**config.mk**
```make
export PLATFORM = sky130hd
export DESIGN_NAME = base64_stream_codec
export DESIGN_NICKNAME = d
export VERILOG_FILES = /design/src/b64_pkg.sv /design/src/base64_stream_codec.sv /design/src/b64_front.sv /design/src/b64_queue.sv /design/src/b64_back.sv
export SDC_FILE = /design/constraint.sdc
export NUM_CORES = 1
export LEC_CHECK = 0
export BUFFER_PORTS_ARGS = -buffer_cell sky130_fd_sc_hd__buf_2
export CAP_MARGIN = 20
export CORE_ASPECT_RATIO = 1.75
export CORE_MARGIN = 2
export CORE_UTILIZATION = 52
export DETAILED_ROUTE_END_ITERATION = 10
export PLACE_DENSITY = 0.72
export SLEW_MARGIN = 20
export SYNTH_ARGS = -nofsm -noshare
export SYNTH_HDL_FRONTEND = slang
export SYNTH_SLANG_ARGS = --single-unit
```
**constraint.sdc**
```tcl
create_clock -name clk -period 4.2 [get_ports clk]
set_input_delay 0.42 -clock clk [delete_from_list [all_inputs] [get_ports clk]]
set_output_delay 0.42 -clock clk [all_outputs]
set_load 0.05 [all_outputs]
```
**src/b64_pkg.sv**
```systemverilog
`timescale 1ns / 1ps
// ----------------------------------------------------------------------------
// b64_pkg: shared types, constants and character maps
// Holds the job record that travels from the front end to the output
// sequencer, and the base64 alphabet mapping in both directions.
// ----------------------------------------------------------------------------
package b64_pkg;

  localparam int QDEPTH   = 2;
  localparam int QPTR_W   = (QDEPTH > 1) ? $clog2(QDEPTH) : 1;
  localparam int QCOUNT_W = $clog2(QDEPTH + 1);

  localparam logic       DIR_ENCODE = 1'b0;
  localparam logic       DIR_DECODE = 1'b1;
  localparam logic [7:0] PAD_CHAR   = 8'h3D;

  // One input item's worth of results: bytes in output order, index of the
  // final one, and whether the item closed its message.
  typedef struct packed {
    logic [3:0][7:0] bytes;
    logic [1:0]      last_idx;
    logic            msg_end;
  } job_t;

  function automatic logic [7:0] enc_char(input logic [5:0] v);
    logic [7:0] r;
    if (v < 6'd26) begin
      r = {2'b00, v} + 8'd65;
    end else if (v < 6'd52) begin
      r = {2'b00, v} + 8'd71;
    end else if (v < 6'd62) begin
      r = {2'b00, v} - 8'd4;
    end else if (v == 6'd62) begin
      r = 8'h2B;
    end else begin
      r = 8'h2F;
    end
    return r;
  endfunction

  // Anything outside the alphabet, the pad character included, maps to zero.
  function automatic logic [5:0] dec_char(input logic [7:0] c);
    logic [7:0] r;
    if (c >= 8'h41 && c <= 8'h5A) begin
      r = c - 8'd65;
    end else if (c >= 8'h61 && c <= 8'h7A) begin
      r = c - 8'd71;
    end else if (c >= 8'h30 && c <= 8'h39) begin
      r = c + 8'd4;
    end else if (c == 8'h2B) begin
      r = 8'd62;
    end else if (c == 8'h2F) begin
      r = 8'd63;
    end else begin
      r = 8'd0;
    end
    return r[5:0];
  endfunction

endpackage

```
**src/base64_stream_codec.sv**
```systemverilog
`timescale 1ns / 1ps
// ----------------------------------------------------------------------------
// base64_stream_codec: streaming base64 encoder and decoder
// Standard alphabet; the direction register picks encode or decode.
// ----------------------------------------------------------------------------
// An input item is taken in the cycle it arrives whenever the two-entry job
// queue has room, and its results leave one per cycle, unless the output
// stalls, from a registered output; each item's job passes through the
// queue entry and the sequencer's job register before its first result is
// registered at the output. Further items are taken while earlier results
// are still leaving, as long as the queue has room. Write the direction
// only while no results are pending; a write clears the group state.
module base64_stream_codec (
  input  logic       clk,
  input  logic       rst,
  input  logic       cfg_valid,
  output logic       cfg_ready,
  input  logic       cfg_data,
  input  logic       in_valid,
  output logic       in_stall,
  input  logic [7:0] in_byte,
  input  logic       msg_end,
  output logic       out_valid,
  input  logic       out_stall,
  output logic [7:0] out_byte,
  output logic       run_last,
  output logic       out_msg_end
);
  import b64_pkg::*;

  logic push;
  job_t push_data;
  logic pop;
  logic q_full;
  logic q_valid;
  job_t q_head;

  assign cfg_ready = 1'b1;
  assign in_stall  = q_full;

  b64_front u_front (
    .clk       (clk),
    .rst       (rst),
    .cfg_valid (cfg_valid),
    .cfg_data  (cfg_data),
    .in_valid  (in_valid),
    .in_byte   (in_byte),
    .msg_end   (msg_end),
    .q_full    (q_full),
    .push      (push),
    .push_data (push_data)
  );

  b64_queue u_queue (
    .clk       (clk),
    .rst       (rst),
    .push      (push),
    .push_data (push_data),
    .pop       (pop),
    .full      (q_full),
    .not_empty (q_valid),
    .head      (q_head)
  );

  b64_back u_back (
    .clk         (clk),
    .rst         (rst),
    .q_valid     (q_valid),
    .q_head      (q_head),
    .pop         (pop),
    .out_valid   (out_valid),
    .out_stall   (out_stall),
    .out_byte    (out_byte),
    .run_last    (run_last),
    .out_msg_end (out_msg_end)
  );

endmodule

```
**src/b64_front.sv**
```systemverilog
`timescale 1ns / 1ps
// ----------------------------------------------------------------------------
// b64_front: item intake and group tracking
// Holds the direction register and the group state, takes one item per
// cycle while the queue has room, and builds jobs of up to four result bytes.
// ----------------------------------------------------------------------------
module b64_front (
  input  logic          clk,
  input  logic          rst,
  input  logic          cfg_valid,
  input  logic          cfg_data,
  input  logic          in_valid,
  input  logic [7:0]    in_byte,
  input  logic          msg_end,
  input  logic          q_full,
  output logic          push,
  output b64_pkg::job_t push_data
);
  import b64_pkg::*;

  logic        direction;
  logic [1:0]  group_pos;
  logic [23:0] held_bits;
  logic        third_is_pad;

  logic [1:0]  group_pos_next;
  logic [23:0] held_bits_next;
  logic        third_is_pad_next;
  logic        has_result;
  logic        accept;
  logic [5:0]  dval;
  logic [23:0] shifted;

  assign accept  = in_valid && !q_full;
  assign dval    = dec_char(in_byte);
  assign shifted = {held_bits[17:0], dval};

  always_comb begin
    group_pos_next    = group_pos;
    held_bits_next    = held_bits;
    third_is_pad_next = third_is_pad;
    has_result        = 1'b0;
    push_data.bytes   = '0;
    push_data.last_idx = 2'd0;
    push_data.msg_end = msg_end;
    if (direction == DIR_ENCODE) begin
      has_result     = 1'b1;
      held_bits_next = {16'd0, in_byte};
      case (group_pos)
        2'd0: begin
          push_data.bytes[0] = enc_char(in_byte[7:2]);
          if (msg_end) begin
            push_data.bytes[1] = enc_char({in_byte[1:0], 4'd0});
            push_data.bytes[2] = PAD_CHAR;
            push_data.bytes[3] = PAD_CHAR;
            push_data.last_idx = 2'd3;
          end
          group_pos_next = 2'd1;
        end
        2'd1: begin
          push_data.bytes[0] = enc_char({held_bits[1:0], in_byte[7:4]});
          if (msg_end) begin
            push_data.bytes[1] = enc_char({in_byte[3:0], 2'd0});
            push_data.bytes[2] = PAD_CHAR;
            push_data.last_idx = 2'd2;
          end
          group_pos_next = 2'd2;
        end
        default: begin
          push_data.bytes[0] = enc_char({held_bits[3:0], in_byte[7:6]});
          push_data.bytes[1] = enc_char(in_byte[5:0]);
          push_data.last_idx = 2'd1;
          group_pos_next     = 2'd0;
        end
      endcase
    end else begin
      if (group_pos == 2'd3) begin
        has_result         = 1'b1;
        push_data.bytes[0] = shifted[23:16];
        push_data.bytes[1] = shifted[15:8];
        push_data.bytes[2] = shifted[7:0];
        if (in_byte == PAD_CHAR) begin
          push_data.last_idx = third_is_pad ? 2'd0 : 2'd1;
        end else begin
          push_data.last_idx = 2'd2;
        end
        group_pos_next    = 2'd0;
        held_bits_next    = '0;
        third_is_pad_next = 1'b0;
      end else begin
        if (group_pos == 2'd2) begin
          third_is_pad_next = (in_byte == PAD_CHAR);
        end
        held_bits_next = shifted;
        group_pos_next = group_pos + 2'd1;
      end
    end
    if (msg_end) begin
      group_pos_next    = 2'd0;
      held_bits_next    = '0;
      third_is_pad_next = 1'b0;
    end
  end

  assign push = accept && has_result;

  always_ff @(posedge clk) begin
    if (rst) begin
      direction    <= DIR_ENCODE;
      group_pos    <= 2'd0;
      held_bits    <= '0;
      third_is_pad <= 1'b0;
    end else if (cfg_valid) begin
      direction    <= cfg_data;
      group_pos    <= 2'd0;
      held_bits    <= '0;
      third_is_pad <= 1'b0;
    end else if (accept) begin
      group_pos    <= group_pos_next;
      held_bits    <= held_bits_next;
      third_is_pad <= third_is_pad_next;
    end
  end

endmodule

```
**src/b64_queue.sv**
```systemverilog
`timescale 1ns / 1ps
// ----------------------------------------------------------------------------
// b64_queue: job queue between front end and output sequencer
// A small register FIFO that lets intake and output stall independently.
// ----------------------------------------------------------------------------
module b64_queue (
  input  logic          clk,
  input  logic          rst,
  input  logic          push,
  input  b64_pkg::job_t push_data,
  input  logic          pop,
  output logic          full,
  output logic          not_empty,
  output b64_pkg::job_t head
);
  import b64_pkg::*;

  job_t                entries [QDEPTH];
  logic [QPTR_W-1:0]   wr_ptr;
  logic [QPTR_W-1:0]   rd_ptr;
  logic [QCOUNT_W-1:0] count;

  assign full      = (count == QCOUNT_W'(QDEPTH));
  assign not_empty = (count != '0);
  assign head      = entries[rd_ptr];

  always_ff @(posedge clk) begin
    if (push) begin
      entries[wr_ptr] <= push_data;
    end
  end

  always_ff @(posedge clk) begin
    if (rst) begin
      wr_ptr <= '0;
      rd_ptr <= '0;
      count  <= '0;
    end else begin
      if (push) begin
        wr_ptr <= (wr_ptr == QPTR_W'(QDEPTH - 1)) ? '0 : wr_ptr + 1'b1;
      end
      if (pop) begin
        rd_ptr <= (rd_ptr == QPTR_W'(QDEPTH - 1)) ? '0 : rd_ptr + 1'b1;
      end
      if (push && !pop) begin
        count <= count + 1'b1;
      end else if (pop && !push) begin
        count <= count - 1'b1;
      end
    end
  end

`ifndef SYNTHESIS
  a_count_bound: assert property (@(posedge clk) disable iff (rst)
    count <= QCOUNT_W'(QDEPTH))
    else $error("job queue count exceeds depth");
  a_no_overflow: assert property (@(posedge clk) disable iff (rst)
    full |-> !push)
    else $error("job pushed into a full queue");
  a_no_underflow: assert property (@(posedge clk) disable iff (rst)
    !not_empty |-> !pop)
    else $error("job popped from an empty queue");
  a_count_track: assert property (@(posedge clk) disable iff (rst)
    (push && !pop && !full) |=> count == $past(count) + 1'b1)
    else $error("job queue count did not follow a push");
`endif

endmodule

```
**src/b64_back.sv**
```systemverilog
`timescale 1ns / 1ps
// ----------------------------------------------------------------------------
// b64_back: output sequencer
// Takes one job at a time from the queue and sends its bytes out one per
// transfer through a registered output stage.
// ----------------------------------------------------------------------------
module b64_back (
  input  logic          clk,
  input  logic          rst,
  input  logic          q_valid,
  input  b64_pkg::job_t q_head,
  output logic          pop,
  output logic          out_valid,
  input  logic          out_stall,
  output logic [7:0]    out_byte,
  output logic          run_last,
  output logic          out_msg_end
);
  import b64_pkg::*;

  job_t       cur;
  logic       busy;
  logic [1:0] idx;
  logic       advance;
  logic       finishing;

  assign advance   = busy && (!out_valid || !out_stall);
  assign finishing = advance && (idx == cur.last_idx);
  assign pop       = q_valid && (!busy || finishing);

  always_ff @(posedge clk) begin
    if (advance) begin
      out_byte    <= cur.bytes[idx];
      run_last    <= (idx == cur.last_idx);
      out_msg_end <= (idx == cur.last_idx) && cur.msg_end;
    end
    if (pop) begin
      cur <= q_head;
    end
  end

  always_ff @(posedge clk) begin
    if (rst) begin
      busy      <= 1'b0;
      idx       <= 2'd0;
      out_valid <= 1'b0;
    end else begin
      if (advance) begin
        out_valid <= 1'b1;
        if (!finishing) begin
          idx <= idx + 2'd1;
        end
      end else if (!out_stall) begin
        out_valid <= 1'b0;
      end
      // A new job can be picked up in the same cycle the current one ends.
      if (pop) begin
        busy <= 1'b1;
        idx  <= 2'd0;
      end else if (finishing) begin
        busy <= 1'b0;
      end
    end
  end

endmodule
```
After elaboration in Yosys (flattened, before gate mapping)
Memories as Yosys holds them, arrays and structs flattened. A register that Yosys moved wholly into a read port is not among the register bits.
Index checks and enable logic that the tools add are counted.
{"block": "op_classes", "reduce_logical": 29, "n_addsub": 27, "mux": 64, "eq_ne": 13, "bitwise": 1, "n_lt_le_gt_ge": 25}
{"cell": "2-to-1 mux 8 bit", "count": 19}
{"cell": "adder 6 x 7 -> 8 bit, second input constant", "count": 12}
{"cell": "less-than comparator 6 bit, second input constant", "count": 12}
{"cell": "2-to-1 mux 18 bit", "count": 3}
{"cell": "2-to-1 mux 26 bit", "count": 2}
{"cell": "2-to-1 mux 6 bit", "count": 7}
{"cell": "subtractor 6 x 3 -> 7 bit, second input constant", "count": 6}
{"cell": "less-than comparator 6 x 5 -> 1 bit, second input constant", "count": 6}
{"cell": "one-hot mux 18 bit (2 select lines)", "count": 1}
{"cell": "== test 6 bit, second input constant", "count": 4}
{"cell": "== test 8 x 6 -> 1 bit, second input constant", "count": 3}
{"cell": "2-to-1 mux 22 bit", "count": 1}
{"cell": "binary-select mux 8 bit (select 2 bit)", "count": 1}
{"cell": "greater-or-equal comparator 8 x 7 -> 1 bit, second input constant", "count": 2}
{"cell": "less-or-equal comparator 8 x 7 -> 1 bit, second input constant", "count": 2}
{"cell": "2-to-1 mux 2 bit", "count": 8}
{"cell": "one-hot mux 8 bit (2 select lines)", "count": 1}
{"cell": "2-to-1 mux 1 bit", "count": 15}
{"cell": "2-to-1 mux 14 bit", "count": 1}
{"cell": "2-to-1 mux 3 bit", "count": 4}
{"cell": "logical AND 1 bit", "count": 11}
{"cell": "greater-or-equal comparator 8 x 6 -> 1 bit, second input constant", "count": 1}
{"cell": "less-or-equal comparator 8 x 6 -> 1 bit, second input constant", "count": 1}
{"cell": "nonzero test 2 bit", "count": 4}
{"cell": "other kinds (20)", "count": 32}
{"block": "word_totals", "inputBits": 15, "memories": 1, "word_cells": 174, "register_bits": 48, "ramBits": 66}
{"name": "u_queue.entries", "depth": 2, "width": 33, "read_ports": 1, "rd_clocked_by_memory_dff": 1, "write_ports": 1, "line": "b64_queue.sv:18", "source": "job_t entries [QDEPTH];"}

Logic depth before layout (Yosys ltp)
{"block": "logic_depth", "word_depth": 9, "depth_mapped": 12, "mapped_depth_nobuf": 9}

Modules after synthesis
Synthesis repeated with hierarchy kept, for this count alone.
{"block": "hier_totals", "hier_cells": 753, "area_unflattened_um2": 8341.8}
{"module": "b64_front", "cells_each": 543, "area_each_um2": 3779.9, "instances": 1, "seq_area_each_um2": 440.4}
{"module": "b64_queue", "cells_each": 131, "area_each_um2": 2745.1, "instances": 1, "seq_area_each_um2": 2202.1}
{"module": "b64_back", "cells_each": 77, "area_each_um2": 1805.5, "instances": 1, "seq_area_each_um2": 1431.4}
{"module": "base64_stream_codec", "cells_each": 2, "area_each_um2": 11.3, "instances": 1, "seq_area_each_um2": 0.0}

Worst setup path after synthesis
OpenSTA, ideal clock, no wires.
{"block": "synth_timing", "kind": "register to register", "startpoint": "register u_queue.count[0]", "endpoint": "memory u_queue.entries[0][0] in the netlist's numbering (enable)", "setup_slack_ps": 931, "path_buffers": 1, "t_arrival_ps": 2821, "stages_incl_launch_ff": 5, "path_cell_list": "dfxtp_1 -> nand2b_1 -> nand2_1 -> clkbuf_1 -> nor3_1"}
{"block": "synth_between", "elab_chain_cells": 6}
{"item": "from (decl)", "line": "b64_queue.sv:21", "source": "logic [QCOUNT_W-1:0] count;"}
{"item": "from (signal assigned)", "line": "b64_queue.sv:46", "source": "count <= count + 1'b1;"}
{"item": "from (signal assigned)", "line": "b64_queue.sv:48", "source": "count <= count - 1'b1;"}
{"item": "== test 2 bit", "line": "b64_queue.sv:23", "source": "assign full = (count == QCOUNT_W'(QDEPTH));"}
{"item": "logical NOT 1 bit", "line": "b64_front.sv:34", "source": "assign accept = in_valid && !q_full;"}
{"item": "logical AND 1 bit", "line": "b64_front.sv:34"}
{"item": "logical AND 1 bit", "line": "b64_front.sv:105", "source": "assign push = accept && has_result;"}
{"item": "2-to-1 mux 1 bit", "line": "b64_queue.sv:28", "source": "if (push) begin"}
{"item": "2-to-1 mux 1 bit (implied by the code)", "line": "b64_queue.sv:29", "source": "entries[wr_ptr] <= push_data;"}
{"item": "to (decl)", "line": "b64_queue.sv:18"}
No other way between the ends.

==> results.cfg <==
[place]
dpl.hpwl_mm = 15.27
port_buffers = 26
place_congestion = 1.021

[sta]
rsz0062_at_grt = false
finalCritPeriodShare_pct = 71.99
setup_tns_ps = 0
hold_violations = 0
slew_headroom_pct = 40.80
timing.hold.ws_ps = 210.4
final_max_slew_viol_count = 0
setup_viol = 0
fmax_mhz = 330.7
fin_crit_ps = 3024
worst_pin_slew_ps = 885.8
final.setup_skew_ps = 11.95

[cts]
cts.sinks = 124
clock_latency_ps = 460
tritoncts = built
cts_buffers = 25
post-cts-setup-buffers = 0
clk_pin_slew_ps = 50
clock-root-buffer = clkbuf_16
cts_hold_buf = 0
cts_htree_levels = 4
ctsResizeCount = 0
ctsLongestPathBuffers = 3

[logic_synthesis]
synth_compound_area_share_pct = 18.78
async_flop_share_pct = 0
ys_warn_count = 0
synth_nets = 765
synthSimpleGateAreaFrac_pct = 14.34
synth_top_area_cell = edfxtp_1
syn_area_per_cell_sq_um = 10.20
synth_fa_ha_area_share_pct = 5.287
synth_xor_area_share_pct = 2.507
ys_seq_area_share_pct = 46.67
synth_edf_count = 94
synth-seq-cells = 124
syn_area_sq_um = 7336
synth_top_cells_by_area = edfxtp_1, dfxtp_1, ha_1
synth_top_family_by_area = compound AO/OA/AOI/OAI gates
synth_top_area_share_pct = 38.48
muxShareOfSynthArea_pct = 8.306
ys_types = 78
synth_ff_type = edfxtp_1
synth_cells = 719

[flow_run]
max_cap_violations = 0

[power]
ir_drop_mv = 0.3076
p_leak_nw = 2.971
power_density_nw_per_um2 = 564.2

[critical_path]
path_delay_family = simple AND/OR/NAND/NOR gates
critPathRequiredTime_ps = 4350
crit_buf_inv = 2
slowest_delay_ps = 500
crit_chain = buf_2 > inv_1 > ha_1 > nor2b_1 > nand2_1 > nor3_1 > a21oi_1 > a221oi_1 > o21ai_0
arrival_ps = 3180
cp-end-kind = flop
cp_max_fo = 21
startpoint_type = primary input
crit_slowest_cell = nor2b_1
path_class = in -> reg

[routing]
drc = 0
ant_nets = 0
drtIter0Drc = 502
wl_per_cell_microns = 23.68
vias_per_cell = 6.625
wl_mm = 21.57
vias = 6035
dr.pass1.iters = 8

[layout]
n_fill_cell = 1149
postLayoutCoreUtil_pct = 59.40
nets = 774
drive_gt1_share_pct = 14.71
num_antenna_cells = 0
area_growth_pct = 12.02

[floorplanning]
die_h_microns = 161.1
fp.coreArea_sq_um = 13840
start_util_pct = 53.02
dieArea_sq_um = 15110
io_pins = 28
rows = 57
die_w_microns = 93.79

[global_route]
grt_util_all_layers_pct = 28.95
grt_pass1_vias = 5954
grt_pass1_wl_mm = 33.30
overflow = 0
grt_max_degree = 34
antenna_found_initial = 0

[hold_path]
hold_path_class = in -> reg

[run_status]
status = complete, no violations
[sequential cells by signal, indices dropped and copies added (netlist names)]
signal                flops
u_queue.count             2
u_queue.wr_ptr            1
u_back.idx                2
u_back.out_msg_end        1
u_back.cur               28
u_back.out_byte           8
u_back.busy               1
u_back.out_valid          1
u_front.held_bits        18
u_front.direction         1
u_back.run_last           1
u_queue.entries          56
u_front.group_pos         2
u_front.third_is_pad      1
u_queue.rd_ptr            1
[power by group]
part	internal [mW]	leakage [nW]	switching (mW)
combinational	0.400	1.50	0.755
sequential	1.71	1.13	0.129
clock	1.11	0.341	0.535
total	3.22	2.97	1.42
[final timing paths]
check	start	end	slack [ps]	cells past startpoint
max	in_byte[5]	u_queue.entries[0][3]	1180	9
max reg2reg	u_front.held_bits[1]	u_queue.entries[1][7]	1250	8
min	cfg_data	u_front.direction	210	3
min reg2reg	u_back.busy	u_back.out_valid	490	2
[final cells by class]
class	count	area (sq um)	area share, %
repair buffers	33	182.7	2.223
multi-input cells	522	3620	44.05
clock buffers	30	674.4	8.206
well taps	177	221.5	2.695
clock inverters	3	13.76	0.1675
inverters	22	82.58	1.005
flip-flops and latches	124	3423	41.66
[cell usage in the layout, fill, tap and decap left out, types with 11 or more instances in the layout]
| master | count |
|---|---|
| edfxtp_1 | 94 |
| nand2_1 | 61 |
| nor2_1 | 53 |
| a21oi_1 | 44 |
| ha_1 | 31 |
| dfxtp_1 | 30 |
| mux2_2 | 29 |
| nand3_1 | 28 |
| o21ai_0 | 27 |
| buf_2 | 26 |
| clkbuf_16 | 25 |
| inv_1 | 20 |
| nor3_1 | 19 |
| mux2i_1 | 17 |
| a22oi_1 | 16 |
| xnor2_1 | 14 |
| a31oi_1 | 14 |
| and2_1 | 11 |
[per-layer routing]
| metal | vias up | GRT usage, % | wire [microns] | part of all wire (%) |
|---|---|---|---|---|
| met5 | - | 0 | 0 | 0 |
| met4 | 0 | 20.16 | 1641 | 7.6 |
| met3 | 108 | 3.405 | 992 | 4.6 |
| met2 | 311 | 51.59 | 11300 | 52 |
| met1 | 2890 | 31.03 | 7641 | 35 |
| li1 | 2726 | - | - | - |
[synth_stat cells (all sizes together), types with 3 or more instances]
cell type  count
edfxtp        94
nand2         61
nor2          54
a21oi         44
clkbuf        39
o21ai         33
ha            31
dfxtp         30
mux2          29
nand3         28
inv           20
nor3          20
mux2i         17
a22oi         16
a31oi         14
xnor2         14
and2          12
buf           12
nand4          9
o22ai          9
a211oi         8
a21o           8
nand2b         8
nor2b          8
xor2           7
and3           6
o311ai         6
a211o          5
mux4           5
o31ai          5
a221oi         4
a32oi          4
nor4           4
o211ai         4
o21a           4
o32ai          4
or3            4
o311a          3
[worst min-delay path: stages]
cell and delay [ps]:
buf_2 70, mux2i_1 60, nor2_1 80
[cell families after synthesis]
logic type	after synthesis
XOR/XNOR	21
other	1
AO/OA/AOI/OAI	197
AND/OR/NAND/NOR	221
multiplexers	51
buffers and inverters	73
adder cells (fa/ha/maj)	31
flip-flops	124
[metrics by stage]
stage / power (mW) / std cells / setup WS [ps] / area, sq um
2_1_floorplan: 2.675 / 719 / 930.8 / 7336
3_3_place_gp: 2.946 / 878 / 892.5 / 7530
3_5_place_dp: 2.986 / 878 / 878.3 / 7530
4_1_cts: 4.666 / 911 / 1331 / 8218
5_1_grt: 4.827 / 911 / 1064 / 8218
6_report: 4.637 / 911 / 1176 / 8218
No activity file was read; power rests on OpenSTA's default activity.
